### config.mk
export PLATFORM = sky130hd
export DESIGN_NAME = media_manifest_sniffer
export DESIGN_NICKNAME = d
export VERILOG_FILES = /design/src/sv/mms_pkg.sv /design/src/sv/media_manifest_sniffer.sv
export VERILOG_INCLUDE_DIRS = /design/src /design/src/sv
export SDC_FILE = /design/constraint.sdc
export NUM_CORES = 1
export LEC_CHECK = 0
export ABC_AREA = 1
export CAP_MARGIN = 0
export CORE_MARGIN = 2
export CORE_UTILIZATION = 64
export DETAILED_ROUTE_END_ITERATION = 10
export DONT_BUFFER_PORTS = 1
export PLACE_DENSITY = 0.87
export SLEW_MARGIN = 20
export SYNTH_ARGS = -nofsm -noshare
export SYNTH_HDL_FRONTEND = slang
export SYNTH_SLANG_ARGS = --single-unit
### constraint.sdc
create_clock -name clock -period 3.1 [get_ports clock]
set_input_delay 0 -clock clock [delete_from_list [all_inputs] [get_ports clock]]
set_output_delay 0 -clock clock [all_outputs]
set_load 0.1 [all_outputs]
### src/sv/media_manifest_sniffer_defines.svh
// Assertion helpers shared by the RTL of the manifest sniffer.
`ifndef MEDIA_MANIFEST_SNIFFER_DEFINES_SVH
`define MEDIA_MANIFEST_SNIFFER_DEFINES_SVH

// The consequent must hold in the same cycle as the antecedent.
`define MMS_ASSERT_SAME(label, clk, rst, ante, cons) \
   label: assert property (@(posedge clk) disable iff (rst) (ante) |-> (cons)) \
      else $error("sniffer check failed");

// The consequent must hold in the cycle after the antecedent.
`define MMS_ASSERT_NEXT(label, clk, rst, ante, cons) \
   label: assert property (@(posedge clk) disable iff (rst) (ante) |=> (cons)) \
      else $error("sniffer check failed");

`endif

### src/sv/mms_pkg.sv
`timescale 1ns / 1ps

package mms_pkg;

   // Depth of the folded-byte history; the longest pattern needs one less than its length.
   localparam int WINDOW_DEPTH = 20;

   localparam int POS_W = 8;
   localparam logic [POS_W-1:0] POS_MAX = 8'd255;
   localparam logic [7:0] EARLY_LIMIT_RESET = 8'd10;

   localparam logic [7:0] MARK_FIRST = 8'hFF;
   localparam logic [7:0] MARK_SECOND = 8'hFE;

   // Patterns are right aligned: the final character sits in bits [7:0].
   localparam int PAT_MAX_LEN = 21;
   localparam int PAT_W = PAT_MAX_LEN * 8;

   localparam int PAT_ASX_LEN = 4;
   localparam int PAT_M3U_LEN = 7;
   localparam int PAT_SMOOTH_LEN = 21;
   localparam int PAT_WMS_LEN = 12;

   localparam logic [PAT_W-1:0] PAT_ASX = PAT_W'("<asx");
   localparam logic [PAT_W-1:0] PAT_M3U = PAT_W'("#extm3u");
   localparam logic [PAT_W-1:0] PAT_SMOOTH = PAT_W'("<smoothstreamingmedia");
   localparam logic [PAT_W-1:0] PAT_WMS = PAT_W'("mswmext=.asf");

   // Bit positions in the sticky found vector.
   localparam int FOUND_ASX = 0;
   localparam int FOUND_M3U = 1;
   localparam int FOUND_SMOOTH = 2;
   localparam int FOUND_WMS = 3;

   typedef enum logic [2:0] {
      FMT_ASX = 3'd0,
      FMT_M3U = 3'd1,
      FMT_SMOOTH = 3'd2,
      FMT_WMS = 3'd3,
      FMT_PROGRESSIVE = 3'd4,
      FMT_WIDE = 3'd5
   } format_class_type;

endpackage

### src/sv/media_manifest_sniffer.sv
`timescale 1ns / 1ps
// The class appears on the result channel in the cycle after the final byte is taken.
// The sniffer takes one byte per cycle while no result is stalled; the window compare
// and the class choice are combinational, between the byte handshake and result register.
// A result waiting on a stalled result channel holds off the byte stream until it is taken.
// Reset (synchronous, active high) clears the window, position and flags, empties the
// result register and loads early_limit with 10; no clearing pass is needed.

`include "media_manifest_sniffer_defines.svh"

module media_manifest_sniffer (
   input  logic       clock,
   input  logic       reset,
   // Content byte stream.
   input  logic       req_tvalid,
   output logic       req_tready,
   input  logic [7:0] req_tdata,   // [7:0] byte_value
   input  logic       req_tlast,   // last_byte
   // Classification result, one transaction per content.
   output logic       rsp_tvalid,
   input  logic       rsp_tready,
   output logic [7:0] rsp_tdata,   // [2:0] format_class, [7:3] zero
   // early_limit register write.
   input  logic       csr_valid,
   output logic       csr_ready,
   input  logic [7:0] csr_data
);

   // The register is a plain flop and can take a write in any cycle.
   logic [7:0] early_limit_ff;

   // Per-content state.
   logic [7:0]              window_ff [mms_pkg::WINDOW_DEPTH];
   logic [7:0]              window_in [mms_pkg::WINDOW_DEPTH];
   logic [mms_pkg::POS_W-1:0] position_ff, position_in;
   logic [3:0]              found_ff, found_in;
   logic                    text_ended_ff, text_ended_in;
   logic                    mark_ff, mark_in;

   // Result register.
   logic                      rsp_valid_ff, rsp_valid_in;
   mms_pkg::format_class_type rsp_class_ff, rsp_class_in;

   logic       req_fire;
   logic [7:0] raw_byte;
   logic [7:0] folded;
   logic       in_text;
   logic       hit_asx, hit_m3u, hit_smooth, hit_wms;
   logic [3:0] found_now;
   logic       mark_now;

   // True when the pattern ends at cur with its earlier characters in the window.
   function automatic logic tail_match(input logic [7:0] win [mms_pkg::WINDOW_DEPTH],
                                       input logic [7:0] cur,
                                       input logic [mms_pkg::PAT_W-1:0] pat,
                                       input int len);
      logic ok;
      ok = (cur == pat[7:0]);
      for (int i = 0; i < mms_pkg::WINDOW_DEPTH; i++) begin
         if ((i + 1 < len) && (win[i] != pat[(i+1)*8 +: 8])) begin
            ok = 1'b0;
         end
      end
      return ok;
   endfunction

   // A head pattern counts only if its first byte lies below the early limit.
   function automatic logic near_head(input logic [mms_pkg::POS_W-1:0] pos,
                                      input logic [7:0] limit,
                                      input int len);
      logic [mms_pkg::POS_W:0] end_count;
      logic [mms_pkg::POS_W:0] pat_len;
      end_count = {1'b0, pos} + 9'd1;
      pat_len = 9'(len);
      return (pos != mms_pkg::POS_MAX) && (end_count >= pat_len) &&
             ((end_count - pat_len) < {1'b0, limit});
   endfunction

   assign req_tready = !rsp_valid_ff || rsp_tready;
   assign req_fire = req_tvalid && req_tready;
   assign csr_ready = 1'b1;

   assign rsp_tvalid = rsp_valid_ff;
   assign rsp_tdata = {5'd0, rsp_class_ff};

   assign raw_byte = req_tdata;

   always_comb begin
      folded = raw_byte;
      if (raw_byte inside {[8'h41:8'h5A]}) begin
         folded = raw_byte + 8'd32;
      end
   end

   // A zero byte ends the text; it and everything after it skip matching.
   assign text_ended_in = text_ended_ff || (raw_byte == 8'd0);
   assign in_text = !text_ended_in;

   assign hit_asx = tail_match(window_ff, folded, mms_pkg::PAT_ASX, mms_pkg::PAT_ASX_LEN) &&
                    near_head(position_ff, early_limit_ff, mms_pkg::PAT_ASX_LEN);
   assign hit_m3u = tail_match(window_ff, folded, mms_pkg::PAT_M3U, mms_pkg::PAT_M3U_LEN) &&
                    near_head(position_ff, early_limit_ff, mms_pkg::PAT_M3U_LEN);
   assign hit_smooth = tail_match(window_ff, folded, mms_pkg::PAT_SMOOTH,
                                  mms_pkg::PAT_SMOOTH_LEN);
   assign hit_wms = tail_match(window_ff, folded, mms_pkg::PAT_WMS, mms_pkg::PAT_WMS_LEN);

   always_comb begin
      found_now = found_ff;
      if (in_text) begin
         found_now[mms_pkg::FOUND_ASX] = found_ff[mms_pkg::FOUND_ASX] | hit_asx;
         found_now[mms_pkg::FOUND_M3U] = found_ff[mms_pkg::FOUND_M3U] | hit_m3u;
         found_now[mms_pkg::FOUND_SMOOTH] = found_ff[mms_pkg::FOUND_SMOOTH] | hit_smooth;
         found_now[mms_pkg::FOUND_WMS] = found_ff[mms_pkg::FOUND_WMS] | hit_wms;
      end
   end

   // Byte-order mark: first byte FF arms it, a second byte other than FE drops it.
   always_comb begin
      mark_now = mark_ff;
      if (position_ff == '0) begin
         mark_now = (raw_byte == mms_pkg::MARK_FIRST);
      end else if ((position_ff == 8'd1) && (raw_byte != mms_pkg::MARK_SECOND)) begin
         mark_now = 1'b0;
      end
   end

   // Class of the content if this byte is the final one.
   always_comb begin
      if (mark_now && (position_ff != '0)) begin
         rsp_class_in = mms_pkg::FMT_WIDE;
      end else if (found_now[mms_pkg::FOUND_ASX]) begin
         rsp_class_in = mms_pkg::FMT_ASX;
      end else if (found_now[mms_pkg::FOUND_M3U]) begin
         rsp_class_in = mms_pkg::FMT_M3U;
      end else if (found_now[mms_pkg::FOUND_SMOOTH]) begin
         rsp_class_in = mms_pkg::FMT_SMOOTH;
      end else if (found_now[mms_pkg::FOUND_WMS]) begin
         rsp_class_in = mms_pkg::FMT_WMS;
      end else begin
         rsp_class_in = mms_pkg::FMT_PROGRESSIVE;
      end
   end

   // Next per-content state. The final byte returns everything to its reset values.
   always_comb begin
      window_in = window_ff;
      position_in = position_ff;
      found_in = found_ff;
      mark_in = mark_ff;
      if (req_fire) begin
         if (req_tlast) begin
            for (int i = 0; i < mms_pkg::WINDOW_DEPTH; i++) begin
               window_in[i] = 8'd0;
            end
            position_in = '0;
            found_in = '0;
            mark_in = 1'b0;
         end else begin
            if (in_text) begin
               for (int i = mms_pkg::WINDOW_DEPTH - 1; i > 0; i--) begin
                  window_in[i] = window_ff[i-1];
               end
               window_in[0] = folded;
            end
            if (position_ff != mms_pkg::POS_MAX) begin
               position_in = position_ff + 8'd1;
            end
            found_in = found_now;
            mark_in = mark_now;
         end
      end
   end

   always_comb begin
      rsp_valid_in = rsp_valid_ff;
      if (req_fire && req_tlast) begin
         rsp_valid_in = 1'b1;
      end else if (rsp_tready) begin
         rsp_valid_in = 1'b0;
      end
   end

   always_ff @(posedge clock) begin
      if (reset) begin
         early_limit_ff <= mms_pkg::EARLY_LIMIT_RESET;
         for (int i = 0; i < mms_pkg::WINDOW_DEPTH; i++) begin
            window_ff[i] <= 8'd0;
         end
         position_ff <= '0;
         found_ff <= '0;
         text_ended_ff <= 1'b0;
         mark_ff <= 1'b0;
         rsp_valid_ff <= 1'b0;
      end else begin
         if (csr_valid && csr_ready) begin
            early_limit_ff <= csr_data;
         end
         window_ff <= window_in;
         position_ff <= position_in;
         found_ff <= found_in;
         mark_ff <= mark_in;
         if (req_fire) begin
            text_ended_ff <= req_tlast ? 1'b0 : text_ended_in;
         end
         rsp_valid_ff <= rsp_valid_in;
      end
   end

   always_ff @(posedge clock) begin
      if (req_fire && req_tlast) begin
         rsp_class_ff <= rsp_class_in;
      end
   end

   // The final byte leaves a pending result and a cleared content state.
   `MMS_ASSERT_NEXT(a_last_clears, clock, reset, req_fire && req_tlast, rsp_valid_ff && (position_ff == '0) && (found_ff == '0) && !text_ended_ff && !mark_ff)
   // A stalled result must hold off the byte stream.
   `MMS_ASSERT_SAME(a_stall_blocks, clock, reset, rsp_valid_ff && !rsp_tready, !req_tready)
   // The position advances by one per non-final byte until it saturates.
   `MMS_ASSERT_NEXT(a_pos_step, clock, reset, req_fire && !req_tlast && (position_ff != mms_pkg::POS_MAX), position_ff == $past(position_ff) + 8'd1)
   // Without a byte taken, the per-content state does not move.
   `MMS_ASSERT_NEXT(a_idle_hold, clock, reset, !req_fire, $stable(position_ff) && $stable(found_ff))

endmodule

# --- Word level (Yosys, flattened, before mapping) ---
# Cells that the tools add are included.
classes:
  eq_ne: 46
  n_div: 0
  bitwise_logic: 4
  n_mul: 0
  addsub: 5
  shift: 0
  n_mux: 57
  n_lt_le_gt_ge: 6
  reduce_logical: 22
op_table:
  columns: ["cell", "n"]
  rows:
  - ["$mux 160", 2]
  - ["$ne 8x7->1 const B", 31]
  - ["$ne 8x6->1 const B", 6]
  - ["$mux 1", 46]
  - ["$eq 8x7->1 const B", 4]
  - ["$mux 8", 3]
  - ["$ge 9x3->1 const B", 2]
  - ["$lt 9x8->1", 2]
  - ["$sub 9x3->9 const B", 2]
  - ["$logic_not 8->1", 2]
  - ["$ne 8x8->1 const B", 2]
  - ["$mux 3", 4]
  - ["$logic_and 1x1->1", 11]
  - ["$add 8x1->9 const B", 1]
  - ["$add 8x1->8 const B", 1]
  - ["$add 8x6->8 const B", 1]
  - ["$eq 8x1->1 const B", 1]
  - ["$eq 8x8->1 const B", 1]
  - ["$ge 8x7->1 const B", 1]
  - ["$le 8x7->1 const B", 1]
  - ["$mux 4", 2]
  - ["$reduce_bool 8->1", 1]
  - ["$or 1x1->1", 4]
  - ["$reduce_and 2->1", 2]
  - ["5 further kinds", 7]
word_totals:
  memories: 0
  mem_bits_rw: 0
  latchBits: 0
  reg_bits: 186
  word_cells: 168
  romBits: 0
  input_bits: 22
  out_inout_bits: 11

# --- Depth between registers and ports, before layout ---
depth:
  depth_word: 30
  mapped_depth: 23
  ltp_nobuf: 22

# --- Worst setup path after synthesis ---
# OpenSTA, ideal clock, no wires.
synth_path:
  path_type: "register to register"
  start: "reg position_ff[0] (netlist bit)"
  end: "reg rsp_class_ff[2], data pin"
  slack_ns: 0.359
  t_required_ns: 2.845
  setup_ns: 0.255
  arrival_time_ns: 2.487
  synth_period_minus_slack_ns: 2.741
  n_path_buf: 1
  stages_incl_launch_ff: 21
  cell_sequence: "dfxtp_1 -> buf_2 -> inv_2 -> ha_1 -> nand2_1 -> nor2_1 -> nor2_1 -> nand3_1 -> xor2_1 -> ha_1 -> nand3b_1 -> nor2_1 -> nand2_1 -> nor2_1 -> nand2_1 -> nor2_1 -> nand3_2 -> nor2_1 -> nor2_2 -> nand3_1 -> nand2_1"
synth_via:
  elab_chain_len: 9
  elab_cells_between_ends: 26
  cone_classes: "add/sub (3); order compare (4); eq/ne (2); mux (5); bitwise (2); reduce/logical (10)"
synth_rtl:
  columns: ["item", "line", "rtl"]
  rows:
  - ["start: declaration", "media_manifest_sniffer.sv:35", "logic [mms_pkg::POS_W-1:0] position_ff, position_in;"]
  - ["start signal: assignment", "media_manifest_sniffer.sv:199", "position_ff <= position_in;"]
  - ["$add 8x1->9", "media_manifest_sniffer.sv:73", "end_count = {1'b0, pos} + 9'd1;"]
  - ["$sub 9x3->9 or $ge 9x3->1 (tied branches)", "media_manifest_sniffer.sv:76, media_manifest_sniffer.sv:75", null]
  - ["$lt 9x8->1 or $logic_and 1x1->1 (tied branches)", "media_manifest_sniffer.sv:76, media_manifest_sniffer.sv:75", null]
  - ["$logic_and 1x1->1", "media_manifest_sniffer.sv:75", "return (pos != mms_pkg::POS_MAX) && (end_count >= pat_len) &&"]
  - ["$logic_and 1x1->1", "media_manifest_sniffer.sv:101", "assign hit_m3u = tail_match(window_ff, folded, mms_pkg::PAT_M3U, mms_pkg::PAT_M3U_LEN) &&"]
  - ["$or 1x1->1", "media_manifest_sniffer.sv:111", "found_now[mms_pkg::FOUND_M3U] = found_ff[mms_pkg::FOUND_M3U] | hit_m3u;"]
  - ["$mux 4", "media_manifest_sniffer.sv:109", "if (in_text) begin"]
  - ["$mux 3", "media_manifest_sniffer.sv:133", "end else if (found_now[mms_pkg::FOUND_M3U]) begin"]
  - ["$mux 3", "media_manifest_sniffer.sv:131", "end else if (found_now[mms_pkg::FOUND_ASX]) begin"]
  - ["end signal: assignment", "media_manifest_sniffer.sv:211", "rsp_class_ff <= rsp_class_in;"]
  - ["end: declaration", "media_manifest_sniffer.sv:42", "mms_pkg::format_class_type rsp_class_ff, rsp_class_in;"]
# Parallel ways exist; a longest one is shown, timed or not.
# A chain may end at the register's enable or synchronous reset.

# --- Final worst setup path ---
# Same ends and word-level chain as after synthesis.

==> out/summary.txt <==
Final worst slack = 188 ps
Number of inserted diodes = 0
Vias/cell = 5.41
IO Pins = 33
Multi-input gate area = 4420 um2
CTS root buffer = clkbuf_16
Antenna viol nets, final = 0
Critical path arrival = 3100 ps
Design Power = 0.00500 W
Worst-Margin Slew = 926 ps
Overall Global Routing Usage = 28.5%
H-tree depth = 4
Flop-to-flop setup slack = 190 ps
First-pass GRT wire length = 34.2 mm
Cell variety after synth = 34
Synth async-reset ratio = 0%
Initial antenna violation count = 0
Worst slew margin = 38.4%
HPWL Detailed = 13.0 mm
Type of the worst setup path = flop to flop
Ys Warns = 0
Initial Utilization = 66.1%
Clock skew = 6.94 ps
CP max-delay cell = dfxtp_4
Crit end category = flop
Pins Over Slew Limit = 0
Clock buffer depth = 2
First drt pass iteration count = 6
I/O Buffers = 0
Vias in the first global route = 7501
Fin crit share = 93.9%
Post-CTS Setup Bufs = 0
Largest net degree at the start of global routing = 172
Status = complete, no violations
CP Launch Type = flop
Final cell count without fillers = 1528
TritonCTS clock tree = done
Max_cap viols = 0
Syn Inst Count = 1345
Synthesized area = 8850 um2
CP Data Required Time = 3290 ps
Total Nets Final = 1382
Top_reg_cell synth = dfxtp_1
Hold Path Class = input pin to flop
Post-synth EDFFs = 3
LEAKAGE = 3.43 nW
Critical Path Max Stage Delay = 390 ps
WP buf/inv = 1
Die Y = 122 um
Gr ovfl total = 0
Seq. cell area = 3760 um2
Synthesis-stage register bit count = 186
Layout cells sized above 1 = 5.33%
Leading cell type in the layout, fill and taps excluded = nand2_1
Reg clk slew, reported paths = 70 ps
Vias = 8260
Initial DRC Count = 813
Final hold violation count = 0
Core area = 13400 um2
TritonCTS sink count = 186
Setup Viol. Count Final = 0
Fill cell count = 1052
Cell family with most CP delay = simple AND/OR/NAND/NOR gates
Min Tclk post-route = 2910 ps
Setup Slack @ Placement = 89.6 ps
Avg Cell Area, Syn = 6.58 um2
Maximum VDD drop = 0.000416 V
Worst skew pair latency = 430 ps
Final Wtd Congestion = 0.901
Rows = 42
Power per cell area = 509 nW/um2
Most frequent cells in the layout = 523 x nand2_1, 180 x a21oi_1, 179 x dfxtp_1
Synthesis-to-layout area growth = 11.1%
DRC = 0
Max frequency = 343 MHz
Routed len/inst = 13.7 um
Dpl cells = 1472
Detailed Route WL = 21.0 mm
Most numerous cell on the critical path = nor2_1
CTS Buf Count = 17
CP Cell Sequence = inv_2 > ha_1 > nand2_1 > nor2_1 > nor2_2 > nand3_1 > xor2_1 > ha_1 > nand3b_1 > nor2_1 > nand2_1 > nor2_1 > nand2_1 > nor2_1 > nand3_2 > nor2_1 > nor2_2 > nand3_1 > nand2_1
Die ar. = 14800 um2
Post-synthesis sequential area ratio = 42.4%
Die W = 122 um
CP Max Fanout = 6
[power breakdown]
part	total [W]	internal (W)	switching, W
Sequential	0.00243	0.00241	0.0000204
Combinational	0.000341	0.0000918	0.000249
Clock	0.00223	0.00131	0.000917
[kinds of logic after synthesis]
kind of cell	synth area share, %
buffers and inverters	8.37
AOI/OAI and AO/OA	11.6
DFF	42.4
and+or+nand+nor	33.3
adders and majority gates	2.97
xor gates and xnor gates	1.27
other	0.0848
[worst reg2reg max path, delay by kind of cell (launching register included)]
kind                     cells  cell delay (ps)
XOR/XNOR                     1              160
buffers and inverters        1               80
AND/OR/NAND/NOR             15             1490
flip-flops                   1              390
adder cells (fa/ha/maj)      2              540
[metal layers]
| layer | wire length [um] | track usage [%] |
|---|---|---|
| met5 | 0 | 0 |
| met4 | 641 | 11.4 |
| met3 | 1410 | 6.37 |
| met2 | 9850 | 46.9 |
| met1 | 9050 | 36.6 |
[flip-flops by register name, indices dropped and copies added (netlist names)]
| signal | cells |
|---|---|
| early_limit_ff | 8 |
| found_ff | 4 |
| mark_ff | 1 |
| position_ff | 8 |
| rsp_class_ff | 3 |
| rsp_tvalid | 1 |
| text_ended_ff | 1 |
| window_ff | 160 |
[path summary, 6_finish.rpt]
| path | endpoint | depth (start not counted) | startpoint |
|---|---|---|---|
| setup reg to reg | rsp_class_ff[2] | 19 | position_ff[0] |
| hold reg to reg | window_ff[7] | 2 | window_ff[7] |
| setup / recovery | rsp_class_ff[2] | 19 | position_ff[0] |
| hold / removal | found_ff[1] | 6 | req_tdata[6] |
[cell type report]
| type | instances | share of cell area (%) |
|---|---|---|
| tap | 176 | 2.24 |
| timing repair buffer | 32 | 3.74 |
| multi-input combinational | 980 | 45.0 |
| sequential | 186 | 38.2 |
| clock inverter | 10 | 1.42 |
| inverter | 122 | 4.66 |
| clock buffer | 22 | 4.72 |
[cell usage after synthesis (2+ instances only)]
cell type	number	area share [%]
nand3b_1	3	0.25
ha_1	21	3.0
nand3_1	27	1.5
o21ai_0	14	0.79
nor2_2	8	0.57
a21oi_1	180	10
nand4_1	11	0.78
and3_1	2	0.14
nand3_2	3	0.34
inv_2	4	0.17
edfxtp_1	3	1.0
nor2b_1	3	0.21
o21ai_1	2	0.11
xnor2_1	2	0.20
inv_1	118	5.0
nor2_1	138	5.8
nand2_1	523	22
nand2_2	7	0.49
clkbuf_1	32	1.4
buf_2	22	1.2
conb_1	2	0.085
o21bai_1	2	0.17
buf_4	7	0.59
dfxtp_1	183	41
xor2_1	9	0.89
nor3_1	11	0.62
[metrics by stage]
step	area, um2	hold slack (ps)	utilization [%]	TNS (ps)
floorplan	8870	112	-	0
global placement	8930	82.8	66.6	0
detailed placement	8930	84.9	66.6	0
CTS	9790	29.0	73.1	0
global route	9830	93.2	73.4	-52.0
finish	9830	38.4	73.4	0
[repair_timing]
item,4_1_cts,5_1_grt
gates resized for setup,0,11
hold buffers,24,0
hold endpoints to repair,185,0
setup endpoints to repair,0,4
No activity file was read; power rests on OpenSTA's default activity.
